File: config.mk
export PLATFORM = sky130hd
export DESIGN_NAME = delta_varint_record_decoder
export DESIGN_NICKNAME = d
export VERILOG_FILES = /design/src/design/dvrd_pkg.sv /design/src/design/delta_varint_record_decoder.sv /design/src/design/dvrd_parser.sv /design/src/design/dvrd_out_fifo.sv
export SDC_FILE = /design/constraint.sdc
export NUM_CORES = 2
export LEC_CHECK = 0
export BUFFER_PORTS_ARGS = -buffer_cell sky130_fd_sc_hd__buf_2
export CAP_MARGIN = 40
export CORE_ASPECT_RATIO = 0.6
export CORE_MARGIN = 1.5
export CORE_UTILIZATION = 50
export DETAILED_ROUTE_END_ITERATION = 10
export HOLD_SLACK_MARGIN = 0.15
export PLACE_DENSITY_LB_ADDON = 0.12
export SETUP_SLACK_MARGIN = 0.15
export SYNTH_ARGS = -nofsm -noshare
export SYNTH_HDL_FRONTEND = slang
export SYNTH_HIERARCHICAL = 1
export SYNTH_SLANG_ARGS = --single-unit
File: constraint.sdc
create_clock -name clk_i -period 9.35 [get_ports clk_i]
set_input_delay 0.4675 -clock clk_i [delete_from_list [all_inputs] [get_ports clk_i]]
set_output_delay 0.4675 -clock clk_i [all_outputs]
set_load 0.01 [all_outputs]
File: src/design/dvrd_pkg.sv
// shared types and constants of the delta varint record decoder
package dvrd_pkg;

  // result status codes
  typedef enum logic [1:0] {
    ST_RECORD   = 2'd0,
    ST_OVERLONG = 2'd1,
    ST_BADINDEX = 2'd2,
    ST_TRUNC    = 2'd3
  } status_e;

  // body parse phase, one-hot
  typedef enum logic [3:0] {
    PH_IDLE  = 4'b0001,
    PH_PARSE = 4'b0010,
    PH_DONE  = 4'b0100,
    PH_ERROR = 4'b1000
  } phase_e;

  // configuration register indexes
  typedef enum logic [1:0] {
    CFG_ENTRY_COUNT   = 2'd0,
    CFG_INDEX_LIMIT   = 2'd1,
    CFG_VARINT_FORMAT = 2'd2,
    CFG_UNUSED        = 2'd3
  } cfg_idx_e;

  localparam int unsigned CountW    = 17;
  localparam int unsigned FifoDepth = 4;
  localparam int unsigned FifoPtrW  = 2;
  localparam int unsigned FifoCntW  = 3;

  // live configuration seen by the parser
  typedef struct packed {
    logic [CountW-1:0] eff_count;
    logic [31:0]       index_limit;
    logic              varint_format;
  } cfg_t;

  // one result request
  typedef struct packed {
    status_e     status;
    logic [63:0] address;
    logic [31:0] replacement_index;
    logic [31:0] record_flags;
    logic        final_entry;
    logic        run_end;
  } result_t;

  // byte held in the input register
  typedef struct packed {
    logic [7:0] body_byte;
    logic       first_byte;
    logic       last_byte;
  } byte_t;

  // results produced by one byte
  typedef struct packed {
    logic    push0;
    logic    push1;
    result_t res0;
    result_t res1;
  } res_pair_t;

endpackage

File: src/design/delta_varint_record_decoder.sv
// top level of the delta varint record decoder
//
// parses a decompressed patch-plan body, one byte per input request, into
// records (address, replacement index, flags) or error results
// input channel: in_valid_i / in_ready_o with body_byte_i, first_byte_i and
//   last_byte_i; a byte with first_byte_i set restarts the parse
// output channel: out_valid_o / out_ready_i with one result per request;
//   run_end_o marks the last result caused by a byte (at most two)
// config channel: cfg_valid_i / cfg_ready_o, always ready; index 0 entry
//   count, 1 index limit, 2 varint format; index 3 is ignored
// path: a byte accepted into the input register is decoded once the queue has
//   room for two results, and its results are registered in the result queue
// throughput: one byte per cycle while the queue has room, set by the decode
//   between the input register and the result queue; a byte with two results
//   offers them on the output one after the other
// stall: the four-entry result queue keeps taking bytes while it has room
//   for two more results, then in_ready_o drops until the receiver drains it
// reset: parse phase idle, queue empty, registers at entry count 1,
//   index limit 256, varint mode
module delta_varint_record_decoder #(
  parameter int unsigned MAX_RECORDS = 65536
) (
  input  logic        clk_i,
  input  logic        rst_ni,
  // body byte requests
  input  logic        in_valid_i,
  output logic        in_ready_o,
  input  logic [7:0]  body_byte_i,
  input  logic        first_byte_i,
  input  logic        last_byte_i,
  // result requests
  output logic        out_valid_o,
  input  logic        out_ready_i,
  output logic [1:0]  status_o,
  output logic [63:0] address_o,
  output logic [31:0] replacement_index_o,
  output logic [31:0] record_flags_o,
  output logic        final_entry_o,
  output logic        run_end_o,
  // register write requests
  input  logic        cfg_valid_i,
  output logic        cfg_ready_o,
  input  logic [1:0]  cfg_index_i,
  input  logic [31:0] cfg_data_i
);
  import dvrd_pkg::*;

  // config registers; the entry count is stored already clamped
  logic [CountW-1:0] eff_count_q;
  logic [31:0]       index_limit_q;
  logic              varint_format_q;
  logic [CountW-1:0] count_clamped;
  logic              cfg_write;
  cfg_t              cfg;

  // input register
  logic              in_vld_q;
  byte_t             in_q;
  logic              process;
  logic              space;
  res_pair_t         res_pair;
  result_t           head;

  assign cfg_ready_o = 1'b1;
  assign cfg_write   = cfg_valid_i && cfg_ready_o;

  // of the low data bits, zero counts as one, anything above the record limit as the limit
  always_comb begin
    count_clamped = cfg_data_i[CountW-1:0];
    if (count_clamped == '0) begin
      count_clamped = CountW'(1);
    end else if (32'(count_clamped) > 32'(MAX_RECORDS)) begin
      count_clamped = CountW'(MAX_RECORDS);
    end
  end

  always_ff @(posedge clk_i or negedge rst_ni) begin
    if (!rst_ni) begin
      eff_count_q     <= CountW'(1);
      index_limit_q   <= 32'd256;
      varint_format_q <= 1'b1;
    end else if (cfg_write) begin
      unique case (cfg_idx_e'(cfg_index_i))
        CFG_ENTRY_COUNT:   eff_count_q     <= count_clamped;
        CFG_INDEX_LIMIT:   index_limit_q   <= cfg_data_i;
        CFG_VARINT_FORMAT: varint_format_q <= cfg_data_i[0];
        default: ;
      endcase
    end
  end

  assign cfg.eff_count     = eff_count_q;
  assign cfg.index_limit   = index_limit_q;
  assign cfg.varint_format = varint_format_q;

  // decode the held byte whenever the queue can absorb two results
  assign process    = in_vld_q && space;
  assign in_ready_o = !in_vld_q || space;

  always_ff @(posedge clk_i or negedge rst_ni) begin
    if (!rst_ni) begin
      in_vld_q <= 1'b0;
    end else if (in_ready_o) begin
      in_vld_q <= in_valid_i;
    end
  end

  always_ff @(posedge clk_i) begin
    if (in_valid_i && in_ready_o) begin
      in_q.body_byte  <= body_byte_i;
      in_q.first_byte <= first_byte_i;
      in_q.last_byte  <= last_byte_i;
    end
  end

  dvrd_parser u_parser (
    .clk_i     (clk_i),
    .rst_ni    (rst_ni),
    .process_i (process),
    .byte_i    (in_q),
    .cfg_i     (cfg),
    .res_o     (res_pair)
  );

  dvrd_out_fifo u_out_fifo (
    .clk_i   (clk_i),
    .rst_ni  (rst_ni),
    .res_i   (res_pair),
    .space_o (space),
    .valid_o (out_valid_o),
    .ready_i (out_ready_i),
    .res_o   (head)
  );

  assign status_o            = head.status;
  assign address_o           = head.address;
  assign replacement_index_o = head.replacement_index;
  assign record_flags_o      = head.record_flags;
  assign final_entry_o       = head.final_entry;
  assign run_end_o           = head.run_end;

endmodule

File: src/design/dvrd_parser.sv
// parse state and per-byte record decode logic
module dvrd_parser (
  input  logic               clk_i,
  input  logic               rst_ni,
  input  logic               process_i,
  input  dvrd_pkg::byte_t    byte_i,
  input  dvrd_pkg::cfg_t     cfg_i,
  output dvrd_pkg::res_pair_t res_o
);
  import dvrd_pkg::*;

  phase_e            phase_q, phase_d;
  logic [CountW-1:0] rd_q, rd_d;
  logic [3:0]        fp_q, fp_d;
  logic [3:0]        vbc_q, vbc_d;
  logic [63:0]       acc_q, acc_d;
  logic [63:0]       ra_q, ra_d;
  logic [63:0]       held_q, held_d;

  logic [3:0]        cnt;
  logic [3:0]        cnt_inc;
  logic [6:0]        shamt;
  logic [2:0]        sh;
  logic [63:0]       val;
  logic              finish;
  logic              fin;
  result_t           rec;
  result_t           err;

  always_comb begin
    phase_d = byte_i.first_byte ? PH_PARSE : phase_q;
    rd_d    = byte_i.first_byte ? '0 : rd_q;
    fp_d    = byte_i.first_byte ? '0 : fp_q;
    vbc_d   = byte_i.first_byte ? '0 : vbc_q;
    acc_d   = byte_i.first_byte ? '0 : acc_q;
    ra_d    = byte_i.first_byte ? '0 : ra_q;
    held_d  = byte_i.first_byte ? '0 : held_q;
    res_o   = '0;
    cnt     = '0;
    cnt_inc = '0;
    shamt   = '0;
    sh      = '0;
    val     = '0;
    finish  = 1'b0;
    fin     = 1'b0;
    rec     = '0;
    err     = '0;
    if (process_i && phase_d == PH_PARSE) begin
      if (cfg_i.varint_format) begin
        cnt     = (vbc_d > 4'd9) ? 4'd9 : vbc_d;
        shamt   = 7'({3'b000, cnt} * 7'd7);
        acc_d   = acc_d | (64'(byte_i.body_byte[6:0]) << shamt);
        cnt_inc = cnt + 4'd1;
        if (byte_i.body_byte[7]) begin
          if (cnt_inc >= 4'd10) begin
            err.status  = ST_OVERLONG;
            res_o.res0  = err;
            res_o.push0 = 1'b1;
            phase_d     = PH_ERROR;
          end
          vbc_d = cnt_inc;
        end else begin
          val   = acc_d;
          acc_d = '0;
          vbc_d = '0;
          if (fp_d == 4'd0) begin
            ra_d = ra_d + val;
            fp_d = 4'd1;
          end else if (fp_d == 4'd1) begin
            held_d = val;
            fp_d   = 4'd2;
          end else begin
            // positions above two count as the flags field
            fp_d   = 4'd0;
            finish = 1'b1;
          end
        end
      end else begin
        // byte lane within the current 8 or 4 byte field
        sh    = fp_d[3] ? {1'b0, fp_d[1:0]} : fp_d[2:0];
        acc_d = acc_d | (64'(byte_i.body_byte) << {sh, 3'b000});
        val   = acc_d;
        case (fp_d)
          4'd7: begin
            ra_d  = acc_d;
            acc_d = '0;
          end
          4'd11: begin
            held_d = acc_d;
            acc_d  = '0;
          end
          4'd15: begin
            acc_d  = '0;
            finish = 1'b1;
          end
          default: ;
        endcase
        fp_d = fp_d + 4'd1;
      end

      if (finish) begin
        if (held_d[63:32] != 32'd0 || held_d[31:0] >= cfg_i.index_limit) begin
          err.status = ST_BADINDEX;
          res_o.res0 = err;
          phase_d    = PH_ERROR;
        end else begin
          rd_d                  = rd_d + CountW'(1);
          fin                   = rd_d >= cfg_i.eff_count;
          rec.status            = ST_RECORD;
          rec.address           = ra_d;
          rec.replacement_index = held_d[31:0];
          rec.record_flags      = val[31:0];
          rec.final_entry       = fin;
          res_o.res0            = rec;
          if (fin) begin
            phase_d = PH_DONE;
          end
        end
        res_o.push0 = 1'b1;
      end

      if (byte_i.last_byte && phase_d == PH_PARSE) begin
        err        = '0;
        err.status = ST_TRUNC;
        if (res_o.push0) begin
          res_o.res1  = err;
          res_o.push1 = 1'b1;
        end else begin
          res_o.res0  = err;
          res_o.push0 = 1'b1;
        end
        phase_d = PH_ERROR;
      end

      if (res_o.push1) begin
        res_o.res1.run_end = 1'b1;
      end else if (res_o.push0) begin
        res_o.res0.run_end = 1'b1;
      end
    end
  end

  always_ff @(posedge clk_i or negedge rst_ni) begin
    if (!rst_ni) begin
      phase_q <= PH_IDLE;
      rd_q    <= '0;
      fp_q    <= '0;
      vbc_q   <= '0;
      acc_q   <= '0;
      ra_q    <= '0;
      held_q  <= '0;
    end else if (process_i) begin
      phase_q <= phase_d;
      rd_q    <= rd_d;
      fp_q    <= fp_d;
      vbc_q   <= vbc_d;
      acc_q   <= acc_d;
      ra_q    <= ra_d;
      held_q  <= held_d;
    end
  end

endmodule

File: src/design/dvrd_out_fifo.sv
// result queue, up to two pushes and one pop per cycle
module dvrd_out_fifo (
  input  logic                clk_i,
  input  logic                rst_ni,
  input  dvrd_pkg::res_pair_t res_i,
  output logic                space_o,
  output logic                valid_o,
  input  logic                ready_i,
  output dvrd_pkg::result_t   res_o
);
  import dvrd_pkg::*;

  result_t             mem_q [FifoDepth];
  logic [FifoPtrW-1:0] wr_ptr_q, wr_ptr_d;
  logic [FifoPtrW-1:0] rd_ptr_q, rd_ptr_d;
  logic [FifoCntW-1:0] cnt_q, cnt_d;
  logic                pop;
  logic [FifoPtrW-1:0] wr_ptr_nxt;

  assign valid_o    = cnt_q != '0;
  assign res_o      = mem_q[rd_ptr_q];
  assign pop        = valid_o && ready_i;
  // room for a two-result byte
  assign space_o    = cnt_q <= FifoCntW'(FifoDepth - 2);
  assign wr_ptr_nxt = wr_ptr_q + FifoPtrW'(1);

  always_comb begin
    wr_ptr_d = wr_ptr_q;
    if (res_i.push1) begin
      wr_ptr_d = wr_ptr_q + FifoPtrW'(2);
    end else if (res_i.push0) begin
      wr_ptr_d = wr_ptr_nxt;
    end
    rd_ptr_d = pop ? rd_ptr_q + FifoPtrW'(1) : rd_ptr_q;
    cnt_d    = cnt_q + FifoCntW'(res_i.push0) + FifoCntW'(res_i.push1) - FifoCntW'(pop);
  end

  always_ff @(posedge clk_i) begin
    if (res_i.push0) begin
      mem_q[wr_ptr_q] <= res_i.res0;
    end
    if (res_i.push1) begin
      mem_q[wr_ptr_nxt] <= res_i.res1;
    end
  end

  always_ff @(posedge clk_i or negedge rst_ni) begin
    if (!rst_ni) begin
      wr_ptr_q <= '0;
      rd_ptr_q <= '0;
      cnt_q    <= '0;
    end else begin
      wr_ptr_q <= wr_ptr_d;
      rd_ptr_q <= rd_ptr_d;
      cnt_q    <= cnt_d;
    end
  end

endmodule
## Word-level counts from Yosys, hierarchy flattened

Memory sizes are Yosys's and may differ from the RTL's.
Cells that the tools add are included.

- Memories: 1
- Register bits: 289
- RAM bits: 528
- Bits of input ports: 49

Memories:

| memory | depth | width | read ports | clocked after Yosys merged registers in | wr ports | line | source |
|---|---|---|---|---|---|---|---|
| u_out_fifo.mem_q | 4 | 132 | 1 | 0 | 2 | dvrd_out_fifo.sv:13 | `result_t mem_q [FifoDepth];` |

- Order comparisons: 6
- $mul: 1
- Bitwise gates (word level): 2
- Equality and inequality tests: 8
- Add/sub/neg operators: 10
- Reductions and logical operators: 18
- Shift-type cells: 2
- Multiplexer cells: 80

Operator list:

| cell | number |
|---|---|
| $mux W64 | 19 |
| $mux W266 | 3 |
| $mux W132 | 6 |
| $mux W131 | 1 |
| $or A64 B64 Y64 | 2 |
| $mux W17 | 6 |
| $mux W4 | 20 |
| $add A64 B64 Y64 | 1 |
| $mux W32 | 2 |
| $shl A7 B7 Y64 | 1 |
| $shl A8 B6 Y64 | 1 |
| $ge A32 B32 Y1 | 1 |
| $reduce_bool A32 Y1 | 1 |
| $mux W1 | 19 |
| $add A17 B1 Y17 const B | 1 |
| $ge A17 B17 Y1 | 1 |
| $gt A17 B17 Y1 const B | 1 |
| $logic_not A17 Y1 | 1 |
| $add A4 B1 Y4 const B | 2 |
| $eq A4 B2 Y1 const B | 2 |
| $eq A4 B4 Y1 const B | 2 |
| $mul A4 B3 Y7 const B | 1 |
| $add A3 B1 Y3 | 2 |
| $mux W2 | 3 |
| 20 further kinds | 28 |

## Depth between registers and ports, before layout

- Depth after elaboration: 26
- Depth in mapped cells: 38
- Depth with buffers taken out: 30

## Cells and area by module

Netlist, hierarchy kept.

Modules (own cells, without submodules):

| module | area an instance (sq um) | times used | sequential area each (sq um) | cells an instance |
|---|---|---|---|---|
| dvrd_out_fifo | 25863.6 | 1 | 16030.4 | 1322 |
| dvrd_parser | 23037.1 | 1 | 5531.6 | 3271 |
| delta_varint_record_decoder | 2451.1 | 1 | 1580.3 | 168 |

## Least setup slack after synthesis

OpenSTA, ideal clock, no wires.

- Path kind: register -> register
- From: register in_q[1] (netlist name)
- To: memory u_out_fifo/mem_q[1][0] (netlist name) (enable)
- Slack: -0.640 ns
- Cell stages (with the launch flop): 37
- Library setup time: 0.496 ns
- Path buffers: 11
- Data arrival time: 9.494 ns
- Cell sequence: edfxtp_1 inv_2 buf_1 clkbuf_1 nand2_1 inv_1 ha_1 and3b_1 buf_2 buf_4 buf_2 buf_2 clkbuf_1 a211oi_1 a31oi_1 nor2_1 a21oi_1 inv_1 ha_1 a21o_1 a21o_1 a2111oi_0 o211a_1 nand3_1 or3_4 a211o_1 nor2_1 nor2_1 nor3_1 ha_1 and3_1 buf_4 buf_4 nand2_2 buf_4 buf_4 nand2_1

RTL lines:

| item | line | source |
|---|---|---|
| from (decl) | delta_varint_record_decoder.sv:58 | `byte_t in_q;` |
| to (decl) | dvrd_out_fifo.sv:13 |  |

==> metrics.md <==
| Metric | Value |
|---|---|
| Dpl cells | `6058` |
| Congestion Overflow GR | `0` |
| Dominant cell type by area after synthesis | `edfxtp_1` |
| Tmin final | `8780 ps` |
| Final Skew | `28.9 ps` |
| Mean Syn Cell Area | `10.8 um2` |
| Clock slew at reported path FFs | `70 ps` |
| Setup Fix Bufs, Post-CTS | `0` |
| Fmax | `114 MHz` |
| Top_reg_cell synth | `edfxtp_1` |
| Starting Density | `50.8%` |
| Delay-heaviest family, CP | `compound AO/OA/AOI/OAI gates` |
| Synth async-reset ratio | `34.1%` |
| Finish-stage setup viols | `0` |
| Req. time, crit path | `9780 ps` |
| Design Area, Final | `56200 um2` |
| Num CTS Buffers | `82` |
| Worst skew pair latency | `700 ps` |
| Fin. max-slew vios | `0` |
| Final ANT Viol Nets | `0` |
| Worst hold path class | `in2reg` |
| Share of the synthesized area in the top cell type | `31.5%` |
| IO buf count | `182` |
| Sequential area share after synthesis | `45.1%` |
| Internal cell power | `8250 uW` |
| Leak | `0.0230 uW` |
| Worst path bufs/invs | `5` |
| Core ar. | `101000 um2` |
| Post-DR wirelength/cell | `26.6 um` |
| Max transition margin | `36.9%` |
| Number of global-route vias before repair | `36864` |
| H-tree Lvls | `3` |
| CP max stage delay | `760 ps` |
| Pwr/cell area | `248 nW/um2` |
| CTS tree | `yes` |
| Seq cells post-synth | `817` |
| Vias per inst | `6.27` |
| Design Power | `14000 uW` |
| Initial drt markers | `4838` |
| Least-Margin Pin Slew | `941 ps` |
| Gr usage total | `31.2%` |
| Most frequent cell after synthesis | `edfxtp_1` |
| Switching power share of the total | `40.9%` |
| Sequential Power Share | `34.3%` |
| Post-DP HPWL | `114000 um` |
| CTS Root Buffer Type | `clkbuf_16` |
| Post-layout nets | `5044` |
| Synth-to-layout area growth | `9.53%` |
| Mapped cell area | `51400 um2` |
| Die Y | `251 um` |
| Yosys cell types | `103` |
| Largest net degree at the start of global routing | `94` |
| EDFF count, synth | `538` |
| Final Util | `55.6%` |
| Drt drc | `0` |
| Final hold violations | `0` |
| Startpoint Class | `register` |
| Initial DRT Pass Iterations | `6` |
| Layout Cells excl Fill | `6263` |
| RSZ-0062 raised after global routing | `no` |
| Critical-path top delay cell | `buf_4` |
| Total die area | `105000 um2` |
| Layout cells sized above 1 | `19.4%` |
| Fin Setup TNS | `0 ps` |
| IO Pins | `184` |
| MaxCap Viol Count | `0` |
| Combinational power share | `41.9%` |
| Yosys synthesis warning count | `6` |
| Final WL | `167000 um` |
| # fillers | `8747` |
| Kind of critical path | `reg2reg` |
| Longest Clk Path Bufs | `3` |
| Clock share of power | `23.8%` |
| Worst-path maximum fanout | `74` |
| Row cnt | `90` |
| CP Data Arrival Time | `9210 ps` |
| Routability cong. | `0.989` |
| Switching power | `5710 uW` |
| Initial antenna violation count | `3` |
| First-pass GRT wire length | `246000 um` |
| Gate Count Post-Synth | `4761` |
| Die Wd | `417 um` |
| Crit share post-route | `93.9%` |
| Post-synth top cells | `edfxtp_1 (538), nand2_1 (423), a21oi_1 (395)` |
| Ant diodes | `0` |
| Placed inst area | `53100 um2` |
| Clk sinks | `817` |
| Maximum VDD drop | `171 uV` |
| Main area contributors after synthesis | `edfxtp_1 (31%), dfrtp_1 (13%), mux2_2 (6.5%)` |
| CP endpoint kind | `register` |
| Status | `finished clean` |
| Via count | `39268` |
-- state kept, by name (all words and copies together), names as in the netlist --
signal and flops:
u_out_fifo/mem_q 528, u_parser/acc_q 64, u_parser/held_q 64, u_parser/ra_q 64
index_limit_q 32, eff_count_q 17, u_parser/rd_q 17, in_q 10
u_parser/fp_q 4, u_parser/phase_q 4, u_parser/vbc_q 4, u_out_fifo/cnt_q 3
u_out_fifo/rd_ptr_q 2, u_out_fifo/wr_ptr_q 2, in_vld_q 1, varint_format_q 1
-- worst min-delay path: stages --
cell     delay (ps)
buf_2           130
nor3b_4         110
nand2_1         100
a21oi_2          50
-- cells in the final DEF, fill, tap and decap left out, types with 22 or more instances in the layout --
| cell type | netlist | layout |
|---|---|---|
| mux2i_1 | 41 | 41 |
| inv_1 | 150 | 150 |
| o21ai_0 | 257 | 257 |
| nor3_1 | 42 | 42 |
| buf_4 | 161 | 108 |
| nor2_1 | 382 | 379 |
| a31oi_1 | 64 | 64 |
| clkbuf_16 | 0 | 84 |
| xnor2_1 | 42 | 42 |
| mux4_2 | 132 | 132 |
| o221ai_1 | 33 | 33 |
| o31ai_1 | 23 | 23 |
| a22oi_1 | 22 | 22 |
| nor2b_1 | 140 | 140 |
| a21o_1 | 87 | 87 |
| ha_1 | 126 | 126 |
| a211oi_1 | 56 | 56 |
| o21a_1 | 39 | 39 |
| nand3_1 | 81 | 79 |
| conb_1 | 2 | 130 |
| mux2_1 | 276 | 276 |
| xor2_1 | 27 | 27 |
| dfrtp_1 | 275 | 273 |
| edfxtp_1 | 538 | 538 |
| buf_2 | 82 | 189 |
| mux2_2 | 295 | 295 |
| nand4_1 | 36 | 36 |
| a21oi_1 | 395 | 395 |
| nand2_1 | 423 | 417 |
| dlygate4sd3_1 | 0 | 52 |
-- metal layers --
metal / GRT usage [%] / share of wire, % / vias up
met2: 44.4 / 42 / 1828
li1: - / - / 17575
met1: 46.4 / 45 / 19623
met3: 9.07 / 10 / 238
met4: 7.85 / 2.4 / 4
met5: 0 / 0.020 / -
-- power groups by stage --
stage                     combinational [uW]  clock (uW)  sequential (uW)
after floorplan                         3840           0             4640
after global placement                  5620           0             4840
after detailed placement                5700           0             4840
after CTS                               5730        3370             4770
after global routing                    6230        3490             4840
final                                   5850        3320             4790
-- layout make-up --
type | count | area [um2] | area share (%)
timing repair buffer | 366 | 2650 | 4.71
clock inverter | 35 | 310 | 0.552
multi-input combinational | 3447 | 25600 | 45.6
tap | 1334 | 1670 | 2.97
sequential | 817 | 23200 | 41.2
inverter | 152 | 571 | 1.01
clock buffer | 112 | 2270 | 4.04
-- cells by family after synthesis --
kind of cell	count (synthesis)	share of synthesized area (%)
adder cells (fa/ha/maj)	129	3.19
flip-flops	817	45.1
multiplexers	744	19.1
other	2	0.0146
XOR/XNOR	69	1.18
AND/OR/NAND/NOR	1234	11.2
AO/OA/AOI/OAI	1139	13.9
buffers and inverters	627	6.40
-- timing repair --
| item | in CTS | in global routing |
|---|---|---|
| hold endpoints to repair | 152 | 0 |
| endpoints found under the setup margin | 0 | 154 |
| hold buffers | 52 | 0 |
| gates resized for setup | 0 | 0 |
-- metrics by stage --
stage,worst slack [ps],hold WS [ps]
2_1_floorplan,681,172
3_3_place_gp,864,452
3_5_place_dp,614,459
4_1_cts,580,151
5_1_grt,199,177
6_report,571,196
-- path summary, 6_finish.rpt --
path	start	to	slack (ps)	cells past startpoint
worst min-delay path	cfg_index_i[0]	eff_count_q[11]$_DFFE_PN0P_	200	4
worst max-delay path	in_q[1]$_DFFE_PP_	u_out_fifo/mem_q[2][39]$_DFFE_PP_	570	25
min in group asynchronous	rst_ni	u_parser/held_q[53]$_DFFE_PN0P_	390	2
worst max register to register	in_q[1]$_DFFE_PP_	u_out_fifo/mem_q[2][39]$_DFFE_PP_	570	25
max in group asynchronous	rst_ni	u_out_fifo/rd_ptr_q[1]$_DFFE_PN0P_	7580	3
worst min register to register	u_parser/ra_q[50]$_DFFE_PN0P_	u_parser/ra_q[50]$_DFFE_PN0P_	470	2
(Power assumes the default switching activity.)
